==> src/hw/rtl/mips_integer_execute_unit_assert.svh <==
// ----------------------------------------------------------------------------
// Assertion macros for the MIPS I integer execute unit
// Define NO_ASSERTIONS to compile the checks out.
// ----------------------------------------------------------------------------
`ifndef MIPS_INTEGER_EXECUTE_UNIT_ASSERT_SVH
`define MIPS_INTEGER_EXECUTE_UNIT_ASSERT_SVH
`ifndef NO_ASSERTIONS
`define MIEU_ASSERT_HOLDS(lbl, ck, rn, ante, cons) \
  lbl: assert property (@(posedge ck) disable iff (!rn) (ante) |-> (cons)) \
    else $error("mieu: same-cycle check failed");
`define MIEU_ASSERT_NEXT(lbl, ck, rn, ante, cons) \
  lbl: assert property (@(posedge ck) disable iff (!rn) (ante) |=> (cons)) \
    else $error("mieu: next-cycle check failed");
`else
`define MIEU_ASSERT_HOLDS(lbl, ck, rn, ante, cons)
`define MIEU_ASSERT_NEXT(lbl, ck, rn, ante, cons)
`endif
`endif

==> src/hw/rtl/mieu_pkg.sv <==
// ----------------------------------------------------------------------------
// mieu_pkg
// Types, codes and opcode constants of the MIPS I integer execute unit.
// ----------------------------------------------------------------------------
package mieu_pkg;

  typedef enum logic [2:0] {
    EXC_NONE       = 3'd0,
    EXC_OVERFLOW   = 3'd1,
    EXC_LOAD_ADDR  = 3'd2,
    EXC_STORE_ADDR = 3'd3,
    EXC_BREAK      = 3'd4,
    EXC_SYSCALL    = 3'd5,
    EXC_RESERVED   = 3'd6,
    EXC_COP        = 3'd7
  } exc_code_t;

  typedef enum logic [2:0] {
    MEM_NONE    = 3'd0,
    MEM_RD_WORD = 3'd1,
    MEM_RD_HALF = 3'd2,
    MEM_RD_BYTE = 3'd3,
    MEM_WR_WORD = 3'd4,
    MEM_WR_HALF = 3'd5,
    MEM_WR_BYTE = 3'd6
  } mem_op_t;

  typedef enum logic [3:0] {
    PK_NONE = 4'd0,
    PK_LB   = 4'd1,
    PK_LBU  = 4'd2,
    PK_LH   = 4'd3,
    PK_LHU  = 4'd4,
    PK_LW   = 4'd5,
    PK_LWL  = 4'd6,
    PK_LWR  = 4'd7,
    PK_SWL  = 4'd8,
    PK_SWR  = 4'd9
  } pend_kind_t;

  typedef enum logic [1:0] {
    MD_MULT  = 2'd0,
    MD_MULTU = 2'd1,
    MD_DIV   = 2'd2,
    MD_DIVU  = 2'd3
  } md_op_t;

  typedef enum logic [1:0] {
    ST_IDLE   = 2'd0,
    ST_EXEC   = 2'd1,
    ST_MDWAIT = 2'd2
  } ieu_state_t;

  typedef enum logic [2:0] {
    MDS_IDLE = 3'd0,
    MDS_MUL  = 3'd1,
    MDS_DIV  = 3'd2,
    MDS_FIX  = 3'd3,
    MDS_DONE = 3'd4
  } md_state_t;

  // primary opcodes
  localparam logic [5:0] OP_SPECIAL = 6'h00;
  localparam logic [5:0] OP_REGIMM  = 6'h01;
  localparam logic [5:0] OP_J       = 6'h02;
  localparam logic [5:0] OP_JAL     = 6'h03;
  localparam logic [5:0] OP_BEQ     = 6'h04;
  localparam logic [5:0] OP_BNE     = 6'h05;
  localparam logic [5:0] OP_BLEZ    = 6'h06;
  localparam logic [5:0] OP_BGTZ    = 6'h07;
  localparam logic [5:0] OP_ADDI    = 6'h08;
  localparam logic [5:0] OP_ADDIU   = 6'h09;
  localparam logic [5:0] OP_SLTI    = 6'h0a;
  localparam logic [5:0] OP_SLTIU   = 6'h0b;
  localparam logic [5:0] OP_ANDI    = 6'h0c;
  localparam logic [5:0] OP_ORI     = 6'h0d;
  localparam logic [5:0] OP_XORI    = 6'h0e;
  localparam logic [5:0] OP_LUI     = 6'h0f;
  localparam logic [5:0] OP_COP0    = 6'h10;
  localparam logic [5:0] OP_COP1    = 6'h11;
  localparam logic [5:0] OP_COP2    = 6'h12;
  localparam logic [5:0] OP_COP3    = 6'h13;
  localparam logic [5:0] OP_LB      = 6'h20;
  localparam logic [5:0] OP_LH      = 6'h21;
  localparam logic [5:0] OP_LWL     = 6'h22;
  localparam logic [5:0] OP_LW      = 6'h23;
  localparam logic [5:0] OP_LBU     = 6'h24;
  localparam logic [5:0] OP_LHU     = 6'h25;
  localparam logic [5:0] OP_LWR     = 6'h26;
  localparam logic [5:0] OP_SB      = 6'h28;
  localparam logic [5:0] OP_SH      = 6'h29;
  localparam logic [5:0] OP_SWL     = 6'h2a;
  localparam logic [5:0] OP_SW      = 6'h2b;
  localparam logic [5:0] OP_SWR     = 6'h2e;
  localparam logic [5:0] OP_LWC0    = 6'h30;
  localparam logic [5:0] OP_LWC1    = 6'h31;
  localparam logic [5:0] OP_LWC2    = 6'h32;
  localparam logic [5:0] OP_LWC3    = 6'h33;
  localparam logic [5:0] OP_SWC0    = 6'h38;
  localparam logic [5:0] OP_SWC1    = 6'h39;
  localparam logic [5:0] OP_SWC2    = 6'h3a;
  localparam logic [5:0] OP_SWC3    = 6'h3b;

  // SPECIAL function codes
  localparam logic [5:0] FN_SLL     = 6'h00;
  localparam logic [5:0] FN_SRL     = 6'h02;
  localparam logic [5:0] FN_SRA     = 6'h03;
  localparam logic [5:0] FN_SLLV    = 6'h04;
  localparam logic [5:0] FN_SRLV    = 6'h06;
  localparam logic [5:0] FN_SRAV    = 6'h07;
  localparam logic [5:0] FN_JR      = 6'h08;
  localparam logic [5:0] FN_JALR    = 6'h09;
  localparam logic [5:0] FN_SYSCALL = 6'h0c;
  localparam logic [5:0] FN_BREAK   = 6'h0d;
  localparam logic [5:0] FN_MFHI    = 6'h10;
  localparam logic [5:0] FN_MTHI    = 6'h11;
  localparam logic [5:0] FN_MFLO    = 6'h12;
  localparam logic [5:0] FN_MTLO    = 6'h13;
  localparam logic [5:0] FN_MULT    = 6'h18;
  localparam logic [5:0] FN_MULTU   = 6'h19;
  localparam logic [5:0] FN_DIV     = 6'h1a;
  localparam logic [5:0] FN_DIVU    = 6'h1b;
  localparam logic [5:0] FN_ADD     = 6'h20;
  localparam logic [5:0] FN_ADDU    = 6'h21;
  localparam logic [5:0] FN_SUB     = 6'h22;
  localparam logic [5:0] FN_SUBU    = 6'h23;
  localparam logic [5:0] FN_AND     = 6'h24;
  localparam logic [5:0] FN_OR      = 6'h25;
  localparam logic [5:0] FN_XOR     = 6'h26;
  localparam logic [5:0] FN_NOR     = 6'h27;
  localparam logic [5:0] FN_SLT     = 6'h2a;
  localparam logic [5:0] FN_SLTU    = 6'h2b;

  localparam logic [4:0] LINK_REG   = 5'd31;
  localparam logic [3:0] REGIMM_LINK = 4'b1000;

  typedef struct packed {
    logic        kind;
    logic [31:0] instruction;
    logic [31:0] pc_now;
    logic [31:0] link_pc;
    logic [31:0] mem_data;
  } in_item_t;

  typedef struct packed {
    exc_code_t   exception_code;
    logic        wb_valid;
    logic [4:0]  wb_index;
    logic [31:0] wb_value;
    logic        branch_taken;
    logic [31:0] branch_target;
    mem_op_t     mem_op;
    logic [31:0] mem_addr;
    logic [31:0] mem_wdata;
  } out_item_t;

  typedef struct packed {
    logic        en;
    logic [4:0]  idx;
    logic [31:0] data;
  } rf_wr_t;

  typedef struct packed {
    logic [31:0] hi;
    logic [31:0] lo;
    logic        load_issued;
    logic        delay_active;
    logic [4:0]  delayed_index;
    logic [31:0] delayed_old;
    pend_kind_t  pend_kind;
    logic [4:0]  pend_target;
    logic [31:0] pend_addr;
    logic [31:0] pend_store;
  } arch_t;

  typedef struct packed {
    logic        start;
    md_op_t      op;
    logic [31:0] a;
    logic [31:0] b;
  } md_req_t;

  typedef struct packed {
    logic        done;
    logic [31:0] hi;
    logic [31:0] lo;
  } md_rsp_t;

endpackage

==> src/hw/rtl/mieu_exec.sv <==
// ----------------------------------------------------------------------------
// mieu_exec
// Decode and execute of one request against the register read data:
// result fields, register write, next architectural state, HI/LO request.
// ----------------------------------------------------------------------------
module mieu_exec (
  input  mieu_pkg::in_item_t  item,
  input  logic [31:0]         rd_a,
  input  logic [31:0]         rd_b,
  input  mieu_pkg::arch_t     arch,
  output mieu_pkg::out_item_t res,
  output mieu_pkg::rf_wr_t    wr,
  output mieu_pkg::arch_t     arch_nxt,
  output mieu_pkg::md_req_t   md
);

  logic [5:0]  opc, fn;
  logic [4:0]  rs, rt, rd, sa, tgt;
  logic [15:0] imm;
  logic [31:0] simm, zimm, a, b, sum, dif, ad, btgt, jtgt;
  logic [31:0] cur, old, d, s, loadv, storev, wval;
  logic [1:0]  sh;
  logic [4:0]  widx;
  logic        wreq;

  assign opc  = item.instruction[31:26];
  assign rs   = item.instruction[25:21];
  assign rt   = item.instruction[20:16];
  assign rd   = item.instruction[15:11];
  assign sa   = item.instruction[10:6];
  assign fn   = item.instruction[5:0];
  assign imm  = item.instruction[15:0];
  assign simm = {{16{imm[15]}}, imm};
  assign zimm = {16'd0, imm};

  // operands see the old value of a register whose load is still in its delay slot
  assign a = (arch.load_issued && arch.delayed_index == rs) ? arch.delayed_old : rd_a;
  assign b = (arch.load_issued && arch.delayed_index == rt) ? arch.delayed_old : rd_b;

  assign sum  = a + b;
  assign dif  = a - b;
  assign ad   = a + simm;
  assign btgt = item.pc_now + {simm[29:0], 2'b00};
  assign jtgt = {item.pc_now[31:28], item.instruction[25:0], 2'b00};

  // load completion operands
  assign tgt = arch.pend_target;
  assign cur = rd_a;
  assign old = (arch.delay_active && arch.delayed_index == tgt) ? arch.delayed_old : cur;
  assign d   = item.mem_data;
  assign s   = arch.pend_store;
  assign sh  = arch.pend_addr[1:0];

  always_comb begin
    loadv = d;
    case (arch.pend_kind)
      mieu_pkg::PK_LB:  loadv = {{24{d[7]}}, d[7:0]};
      mieu_pkg::PK_LBU: loadv = {24'd0, d[7:0]};
      mieu_pkg::PK_LH:  loadv = {{16{d[15]}}, d[15:0]};
      mieu_pkg::PK_LHU: loadv = {16'd0, d[15:0]};
      mieu_pkg::PK_LWL: begin
        case (sh)
          2'd0:    loadv = {d[7:0], cur[23:0]};
          2'd1:    loadv = {d[15:0], cur[15:0]};
          2'd2:    loadv = {d[23:0], cur[7:0]};
          default: loadv = d;
        endcase
      end
      mieu_pkg::PK_LWR: begin
        case (sh)
          2'd0:    loadv = d;
          2'd1:    loadv = {cur[31:24], d[31:8]};
          2'd2:    loadv = {cur[31:16], d[31:16]};
          default: loadv = {cur[31:8], d[31:24]};
        endcase
      end
      default: loadv = d;
    endcase
  end

  always_comb begin
    if (arch.pend_kind == mieu_pkg::PK_SWL) begin
      case (sh)
        2'd0:    storev = {d[31:8], s[31:24]};
        2'd1:    storev = {d[31:16], s[31:16]};
        2'd2:    storev = {d[31:24], s[31:8]};
        default: storev = s;
      endcase
    end else begin
      case (sh)
        2'd0:    storev = s;
        2'd1:    storev = {s[23:0], d[7:0]};
        2'd2:    storev = {s[15:0], d[15:0]};
        default: storev = {s[7:0], d[23:0]};
      endcase
    end
  end

  always_comb begin
    res      = '0;
    arch_nxt = arch;
    md.start = 1'b0;
    md.op    = mieu_pkg::MD_MULT;
    md.a     = a;
    md.b     = b;
    wreq     = 1'b0;
    widx     = rd;
    wval     = 32'd0;

    if (item.kind) begin
      if (arch.pend_kind != mieu_pkg::PK_NONE) begin
        arch_nxt.pend_kind = mieu_pkg::PK_NONE;
        case (arch.pend_kind)
          mieu_pkg::PK_SWL, mieu_pkg::PK_SWR: begin
            res.mem_op    = mieu_pkg::MEM_WR_WORD;
            res.mem_addr  = {arch.pend_addr[31:2], 2'b00};
            res.mem_wdata = storev;
          end
          default: begin
            wreq                   = 1'b1;
            widx                   = tgt;
            wval                   = loadv;
            arch_nxt.load_issued   = 1'b1;
            arch_nxt.delayed_index = tgt;
            arch_nxt.delayed_old   = old;
          end
        endcase
      end
    end else begin
      arch_nxt.delay_active = arch.load_issued;
      arch_nxt.load_issued  = 1'b0;
      arch_nxt.pend_kind    = mieu_pkg::PK_NONE;
      case (opc)
        mieu_pkg::OP_SPECIAL: begin
          case (fn)
            mieu_pkg::FN_SLL:  begin wreq = 1'b1; wval = b << sa; end
            mieu_pkg::FN_SRL:  begin wreq = 1'b1; wval = b >> sa; end
            mieu_pkg::FN_SRA:  begin wreq = 1'b1; wval = 32'($signed(b) >>> sa); end
            mieu_pkg::FN_SLLV: begin wreq = 1'b1; wval = b << a[4:0]; end
            mieu_pkg::FN_SRLV: begin wreq = 1'b1; wval = b >> a[4:0]; end
            mieu_pkg::FN_SRAV: begin wreq = 1'b1; wval = 32'($signed(b) >>> a[4:0]); end
            mieu_pkg::FN_JR: begin
              res.branch_taken  = 1'b1;
              res.branch_target = a;
            end
            mieu_pkg::FN_JALR: begin
              res.branch_taken  = 1'b1;
              res.branch_target = a;
              wreq              = 1'b1;
              wval              = item.link_pc;
            end
            mieu_pkg::FN_SYSCALL: res.exception_code = mieu_pkg::EXC_SYSCALL;
            mieu_pkg::FN_BREAK:   res.exception_code = mieu_pkg::EXC_BREAK;
            mieu_pkg::FN_MFHI: begin wreq = 1'b1; wval = arch.hi; end
            mieu_pkg::FN_MTHI: arch_nxt.hi = a;
            mieu_pkg::FN_MFLO: begin wreq = 1'b1; wval = arch.lo; end
            mieu_pkg::FN_MTLO: arch_nxt.lo = a;
            mieu_pkg::FN_MULT: begin md.start = 1'b1; md.op = mieu_pkg::MD_MULT; end
            mieu_pkg::FN_MULTU: begin md.start = 1'b1; md.op = mieu_pkg::MD_MULTU; end
            mieu_pkg::FN_DIV:  begin md.start = 1'b1; md.op = mieu_pkg::MD_DIV; end
            mieu_pkg::FN_DIVU: begin md.start = 1'b1; md.op = mieu_pkg::MD_DIVU; end
            mieu_pkg::FN_ADD: begin
              if (~(a[31] ^ b[31]) & (a[31] ^ sum[31])) begin
                res.exception_code = mieu_pkg::EXC_OVERFLOW;
              end else begin
                wreq = 1'b1;
                wval = sum;
              end
            end
            mieu_pkg::FN_ADDU: begin wreq = 1'b1; wval = sum; end
            mieu_pkg::FN_SUB: begin
              if ((a[31] ^ b[31]) & (a[31] ^ dif[31])) begin
                res.exception_code = mieu_pkg::EXC_OVERFLOW;
              end else begin
                wreq = 1'b1;
                wval = dif;
              end
            end
            mieu_pkg::FN_SUBU: begin wreq = 1'b1; wval = dif; end
            mieu_pkg::FN_AND:  begin wreq = 1'b1; wval = a & b; end
            mieu_pkg::FN_OR:   begin wreq = 1'b1; wval = a | b; end
            mieu_pkg::FN_XOR:  begin wreq = 1'b1; wval = a ^ b; end
            mieu_pkg::FN_NOR:  begin wreq = 1'b1; wval = ~(a | b); end
            mieu_pkg::FN_SLT: begin
              wreq = 1'b1;
              wval = {31'd0, $signed(a) < $signed(b)};
            end
            mieu_pkg::FN_SLTU: begin wreq = 1'b1; wval = {31'd0, a < b}; end
            default: res.exception_code = mieu_pkg::EXC_RESERVED;
          endcase
        end
        mieu_pkg::OP_REGIMM: begin
          // link happens whether or not the branch goes
          if (item.instruction[20:17] == mieu_pkg::REGIMM_LINK) begin
            wreq = 1'b1;
            widx = mieu_pkg::LINK_REG;
            wval = item.link_pc;
          end
          if (item.instruction[16] ? !a[31] : a[31]) begin
            res.branch_taken  = 1'b1;
            res.branch_target = btgt;
          end
        end
        mieu_pkg::OP_J: begin
          res.branch_taken  = 1'b1;
          res.branch_target = jtgt;
        end
        mieu_pkg::OP_JAL: begin
          res.branch_taken  = 1'b1;
          res.branch_target = jtgt;
          wreq              = 1'b1;
          widx              = mieu_pkg::LINK_REG;
          wval              = item.link_pc;
        end
        mieu_pkg::OP_BEQ: begin
          res.branch_taken  = (a == b);
          res.branch_target = (a == b) ? btgt : 32'd0;
        end
        mieu_pkg::OP_BNE: begin
          res.branch_taken  = (a != b);
          res.branch_target = (a != b) ? btgt : 32'd0;
        end
        mieu_pkg::OP_BLEZ: begin
          res.branch_taken  = a[31] || (a == 32'd0);
          res.branch_target = (a[31] || (a == 32'd0)) ? btgt : 32'd0;
        end
        mieu_pkg::OP_BGTZ: begin
          res.branch_taken  = !a[31] && (a != 32'd0);
          res.branch_target = (!a[31] && (a != 32'd0)) ? btgt : 32'd0;
        end
        mieu_pkg::OP_ADDI: begin
          widx = rt;
          if (~(a[31] ^ simm[31]) & (a[31] ^ ad[31])) begin
            res.exception_code = mieu_pkg::EXC_OVERFLOW;
          end else begin
            wreq = 1'b1;
            wval = ad;
          end
        end
        mieu_pkg::OP_ADDIU: begin widx = rt; wreq = 1'b1; wval = ad; end
        mieu_pkg::OP_SLTI: begin
          widx = rt;
          wreq = 1'b1;
          wval = {31'd0, $signed(a) < $signed(simm)};
        end
        mieu_pkg::OP_SLTIU: begin widx = rt; wreq = 1'b1; wval = {31'd0, a < simm}; end
        mieu_pkg::OP_ANDI:  begin widx = rt; wreq = 1'b1; wval = a & zimm; end
        mieu_pkg::OP_ORI:   begin widx = rt; wreq = 1'b1; wval = a | zimm; end
        mieu_pkg::OP_XORI:  begin widx = rt; wreq = 1'b1; wval = a ^ zimm; end
        mieu_pkg::OP_LUI:   begin widx = rt; wreq = 1'b1; wval = {imm, 16'd0}; end
        mieu_pkg::OP_COP0, mieu_pkg::OP_COP1, mieu_pkg::OP_COP2, mieu_pkg::OP_COP3,
        mieu_pkg::OP_LWC0, mieu_pkg::OP_LWC1, mieu_pkg::OP_LWC2, mieu_pkg::OP_LWC3,
        mieu_pkg::OP_SWC0, mieu_pkg::OP_SWC1, mieu_pkg::OP_SWC2, mieu_pkg::OP_SWC3:
          res.exception_code = mieu_pkg::EXC_COP;
        mieu_pkg::OP_LB, mieu_pkg::OP_LBU: begin
          arch_nxt.pend_kind   = (opc == mieu_pkg::OP_LB) ? mieu_pkg::PK_LB : mieu_pkg::PK_LBU;
          arch_nxt.pend_target = rt;
          arch_nxt.pend_addr   = ad;
          arch_nxt.pend_store  = 32'd0;
          res.mem_op           = mieu_pkg::MEM_RD_BYTE;
          res.mem_addr         = ad;
        end
        mieu_pkg::OP_LH, mieu_pkg::OP_LHU: begin
          if (ad[0]) begin
            res.exception_code = mieu_pkg::EXC_LOAD_ADDR;
          end else begin
            arch_nxt.pend_kind   = (opc == mieu_pkg::OP_LH) ? mieu_pkg::PK_LH : mieu_pkg::PK_LHU;
            arch_nxt.pend_target = rt;
            arch_nxt.pend_addr   = ad;
            arch_nxt.pend_store  = 32'd0;
            res.mem_op           = mieu_pkg::MEM_RD_HALF;
            res.mem_addr         = ad;
          end
        end
        mieu_pkg::OP_LW: begin
          if (ad[1:0] != 2'd0) begin
            res.exception_code = mieu_pkg::EXC_LOAD_ADDR;
          end else begin
            arch_nxt.pend_kind   = mieu_pkg::PK_LW;
            arch_nxt.pend_target = rt;
            arch_nxt.pend_addr   = ad;
            arch_nxt.pend_store  = 32'd0;
            res.mem_op           = mieu_pkg::MEM_RD_WORD;
            res.mem_addr         = ad;
          end
        end
        mieu_pkg::OP_LWL, mieu_pkg::OP_LWR, mieu_pkg::OP_SWL, mieu_pkg::OP_SWR: begin
          // partial-word access: read the aligned word, merge on return
          case (opc)
            mieu_pkg::OP_LWL: arch_nxt.pend_kind = mieu_pkg::PK_LWL;
            mieu_pkg::OP_LWR: arch_nxt.pend_kind = mieu_pkg::PK_LWR;
            mieu_pkg::OP_SWL: arch_nxt.pend_kind = mieu_pkg::PK_SWL;
            default:          arch_nxt.pend_kind = mieu_pkg::PK_SWR;
          endcase
          arch_nxt.pend_target = rt;
          arch_nxt.pend_addr   = ad;
          arch_nxt.pend_store  = (opc == mieu_pkg::OP_SWL || opc == mieu_pkg::OP_SWR) ?
                                 b : 32'd0;
          res.mem_op           = mieu_pkg::MEM_RD_WORD;
          res.mem_addr         = {ad[31:2], 2'b00};
        end
        mieu_pkg::OP_SB: begin
          res.mem_op    = mieu_pkg::MEM_WR_BYTE;
          res.mem_addr  = ad;
          res.mem_wdata = {24'd0, b[7:0]};
        end
        mieu_pkg::OP_SH: begin
          if (ad[0]) begin
            res.exception_code = mieu_pkg::EXC_STORE_ADDR;
          end else begin
            res.mem_op    = mieu_pkg::MEM_WR_HALF;
            res.mem_addr  = ad;
            res.mem_wdata = {16'd0, b[15:0]};
          end
        end
        mieu_pkg::OP_SW: begin
          if (ad[1:0] != 2'd0) begin
            res.exception_code = mieu_pkg::EXC_STORE_ADDR;
          end else begin
            res.mem_op    = mieu_pkg::MEM_WR_WORD;
            res.mem_addr  = ad;
            res.mem_wdata = b;
          end
        end
        default: res.exception_code = mieu_pkg::EXC_RESERVED;
      endcase
    end

    // r0 is never written or reported
    wr.en        = wreq && (widx != 5'd0);
    wr.idx       = widx;
    wr.data      = wval;
    res.wb_valid = wr.en;
    res.wb_index = wr.en ? widx : 5'd0;
    res.wb_value = wr.en ? wval : 32'd0;
  end

endmodule
==> config.mk <==
export PLATFORM = sky130hd
export DESIGN_NAME = mieu_exec
export DESIGN_NICKNAME = d
export VERILOG_FILES = /design/src/hw/rtl/mips_integer_execute_unit_assert.svh /design/src/hw/rtl/mieu_pkg.sv /design/src/hw/rtl/mieu_exec.sv
export SDC_FILE = /design/constraint.sdc
export NUM_CORES = 2
export LEC_CHECK = 0
export ABC_CLOCK_PERIOD_IN_PS = 10500
export BUFFER_PORTS_ARGS = -buffer_cell sky130_fd_sc_hd__buf_2
export CAP_MARGIN = 0
export CELL_PAD_IN_SITES_DETAIL_PLACEMENT = 0
export CELL_PAD_IN_SITES_GLOBAL_PLACEMENT = 2
export CORE_AREA = 4 4 310 312
export DETAILED_ROUTE_END_ITERATION = 7
export DIE_AREA = 0 0 314 316
export GPL_TIMING_DRIVEN = 0
export PLACE_DENSITY = 0.87
export RECOVER_POWER = 50
export SETUP_SLACK_MARGIN = 0.02
export SYNTH_ARGS = -nofsm -noshare
export SYNTH_HDL_FRONTEND = slang
export SYNTH_SLANG_ARGS = --single-unit
==> constraint.sdc <==
create_clock -name vclk -period 10.5
set_clock_uncertainty 0.05 [all_clocks]
set_input_delay 2.1 -clock vclk [all_inputs]
set_output_delay 2.1 -clock vclk [all_outputs]
set_load 0.01 [all_outputs]
==> results.md <==
* CP most frequent cell: buf_2
* Most common cell in the synthesized netlist: nor2_1
* Fin. Hold Viols at 0
* # hold bufs at CTS at 0
* GRT Total Usage at 0.5174
* Post-synth cell types at roughly 120
* Residual DRC at 8
* Routed vias at about 43000
* Via density at roughly 7.0
* Setup ws final at -0.3112 ns
* Share of post-route cells with drive strength above 1 at 0.2707
* Compound-cell area share of the yosys netlist at 0.3896
* I/O Pins at approximately 800
* Post-synthesis simple-gate area fraction at 0.2438
* Fill count at between 10000 and 15000
* Initial Util at 0.2794
* XOR/XNOR Fraction of Synth Area at 0.03567
* Final Slew Violations at 20
* Nets at roughly 5500
* Number of global-route vias before repair at 38780
* Leading area contributor after synthesis: ha_1
* Post-DP HPWL at around 220000 um
* Multiplexer share of the synthesized area at 0.1545
* Crit-path cells: buf_2, xnor2_1, and4_1, clkbuf_4, nand2_2, buf_4, nand2_1, nand2_4, clkinvlp_4, ha_1, nand3_1, o21ai_0, a222oi_1, o211ai_1, or4_1, nor3_2, nand4_1, o21ai_2, a21oi_2, buf_2
* Final worst-path cycle share at 1.030
* Max-cap viol count at 3
* Synthesized area at approximately 0.026 mm2
* Status: finished, violations left
* Routed Antenna Nets at 0
* Startpoint Class: input port
* Max Clk Rate at between 0.09 and 0.1 GHz
* CP Class: in2out
* First-pass GRT wire length at between 300000 and 400000 um
* Failing checks: DRC, capacitance limit, slew limit, setup timing
* Slew headroom at -0.2223
* Mapped Nets at about 4600
* Die area at between 0.09 and 0.1 mm2
* Core area at a little over 0.09 mm2
* Post-synth top cells: 446 x nor2_1, 436 x nand2_1, 375 x o21ai_0
* Row Count at ~110
* Drt wl/cell at roughly 44 um
* Arr. time, crit path at 8.66 ns
* Crit Path Max Fanout at 10
* Dpl ws at -3.632 ns
* Synthesized netlist cell count at between 4000 and 5000
* Worst Setup End Kind: output port
* Largest net degree at the start of global routing at 36
* WP data required at around 8.4 ns
* Critical path's slowest cell: a222oi_1
* Hold crit path type: in2out
* Initial antenna violation count at 40
* Post-synth top area share at 0.09868
* CLK BUF at 0
* Actual slew at the worst max-slew pin at 1.833 ns
* RSZ-0062 raised after global routing: true
* Tmin final at roughly 11 ns
* Largest cells by area after synthesis: ha_1 9.9%, mux2i_1 7.4%, o21ai_0 7.2%
* Placer Congestion at 1.113
* Die height at approximately 320 um
* Largest family of logic cells by synthesized area: compound AO/OA/AOI/OAI gates
* Global route overflow at 0
* P&R area growth vs syn at 28.91%
* CP max stage delay at 1.18 ns
* Sequential cell area at 0 um2
* Multi-input gate area at around 0.025 mm2
* PortBufs at 784
* Die width at roughly 310 um
* Final setup viols at 43
* Post-Synth Adder-Cell Area at 0.1021
* Sequential fraction of the synthesis area at 0
* WL final at about 270000 um
* Yosys Warn Count at 0
* Initial DRC Count at 7813
* Syn_area_per_cell at 6.406 um2
* Number of sequential cells at 0
* First-pass DRT Iterations at 8
-- placed cells by master, fill, tap and decap left out, types with 25 or more instances in the layout --
master	instances
clkbuf_1	198
inv_1	127
buf_1	34
a21o_1	43
nand2b_1	28
a22oi_1	61
or3_1	34
a31oi_1	34
mux2i_1	190
nor2_1	440
and2_1	25
ha_1	193
nor3_1	111
o211ai_1	51
a222oi_1	60
a211oi_1	42
o21bai_1	37
nand4_1	38
nand3_1	94
nand2_1	416
buf_2	831
buf_4	52
xnor2_1	71
nor4_1	29
nor2b_1	27
o21ai_0	348
o22ai_1	100
mux2_2	102
mux4_2	28
a21oi_1	353
a221oi_1	41
diode_2	26
-- cell families after synthesis --
group           count (synthesis)
xor+xnor                      105
simple gates                 1379
compound gates               1535
mux                           349
fa+ha+maj                     210
buf+inv                       480
-- per-layer routing --
layer / vias up / track usage / wire [um]
met1: 21020 / 0.6385 / 101300
met3: 1000 / 0.2126 / 40070
li1: 17060 / - / -
met5: - / 0.01161 / 432
met4: 30 / 0.3711 / 25020
met2: 4056 / 0.7199 / 106500
-- path summary, 6_finish.rpt --
check      start      endpoint  slack, ns  cells after the start
max    arch[106]      res[112]      -0.31                     20
min     arch[59]  arch_nxt[59]       4.46                      4
-- worst max-delay path: cells and delay by family --
kind | cells | cell delay, ns
AND/OR/NAND/NOR | 8 | 2.35
AO/OA/AOI/OAI | 5 | 2.33
buffers and inverters | 5 | 1.33
XOR/XNOR | 1 | 0.18
adder cells (fa/ha/maj) | 1 | 0.30
-- timing repair --
item                       in CTS  in global routing
setup endpoints to repair     158                 69
pin swaps                      18                 18
resized for setup             237                 79
buffers inserted               31                 16
-- metrics by stage --
step	instances	TNS [ns]	instance area, um2	util	hold WS, ns
final	6167	-5.258	33510	0.3601	4.455
after global routing	6148	-0.2284	33460	0.3596	4.466
after CTS	6126	0	32880	0.3534	4.457
after detailed placement	6105	-281.03	31650	0.3402	4.452
after global placement	6096	-367.01	31490	0.3384	4.450
after floorplan	4058	0	25990	-	4.261
-- area by class of cell --
type | instances | area share
Tap cell | 1254 | 0.04682
Antenna cell | 26 | 0.001942
Buffer | 311 | 0.04100
Multi-Input combinational cell | 3578 | 0.7566
Timing Repair Buffer | 840 | 0.1339
Inverter | 158 | 0.01972
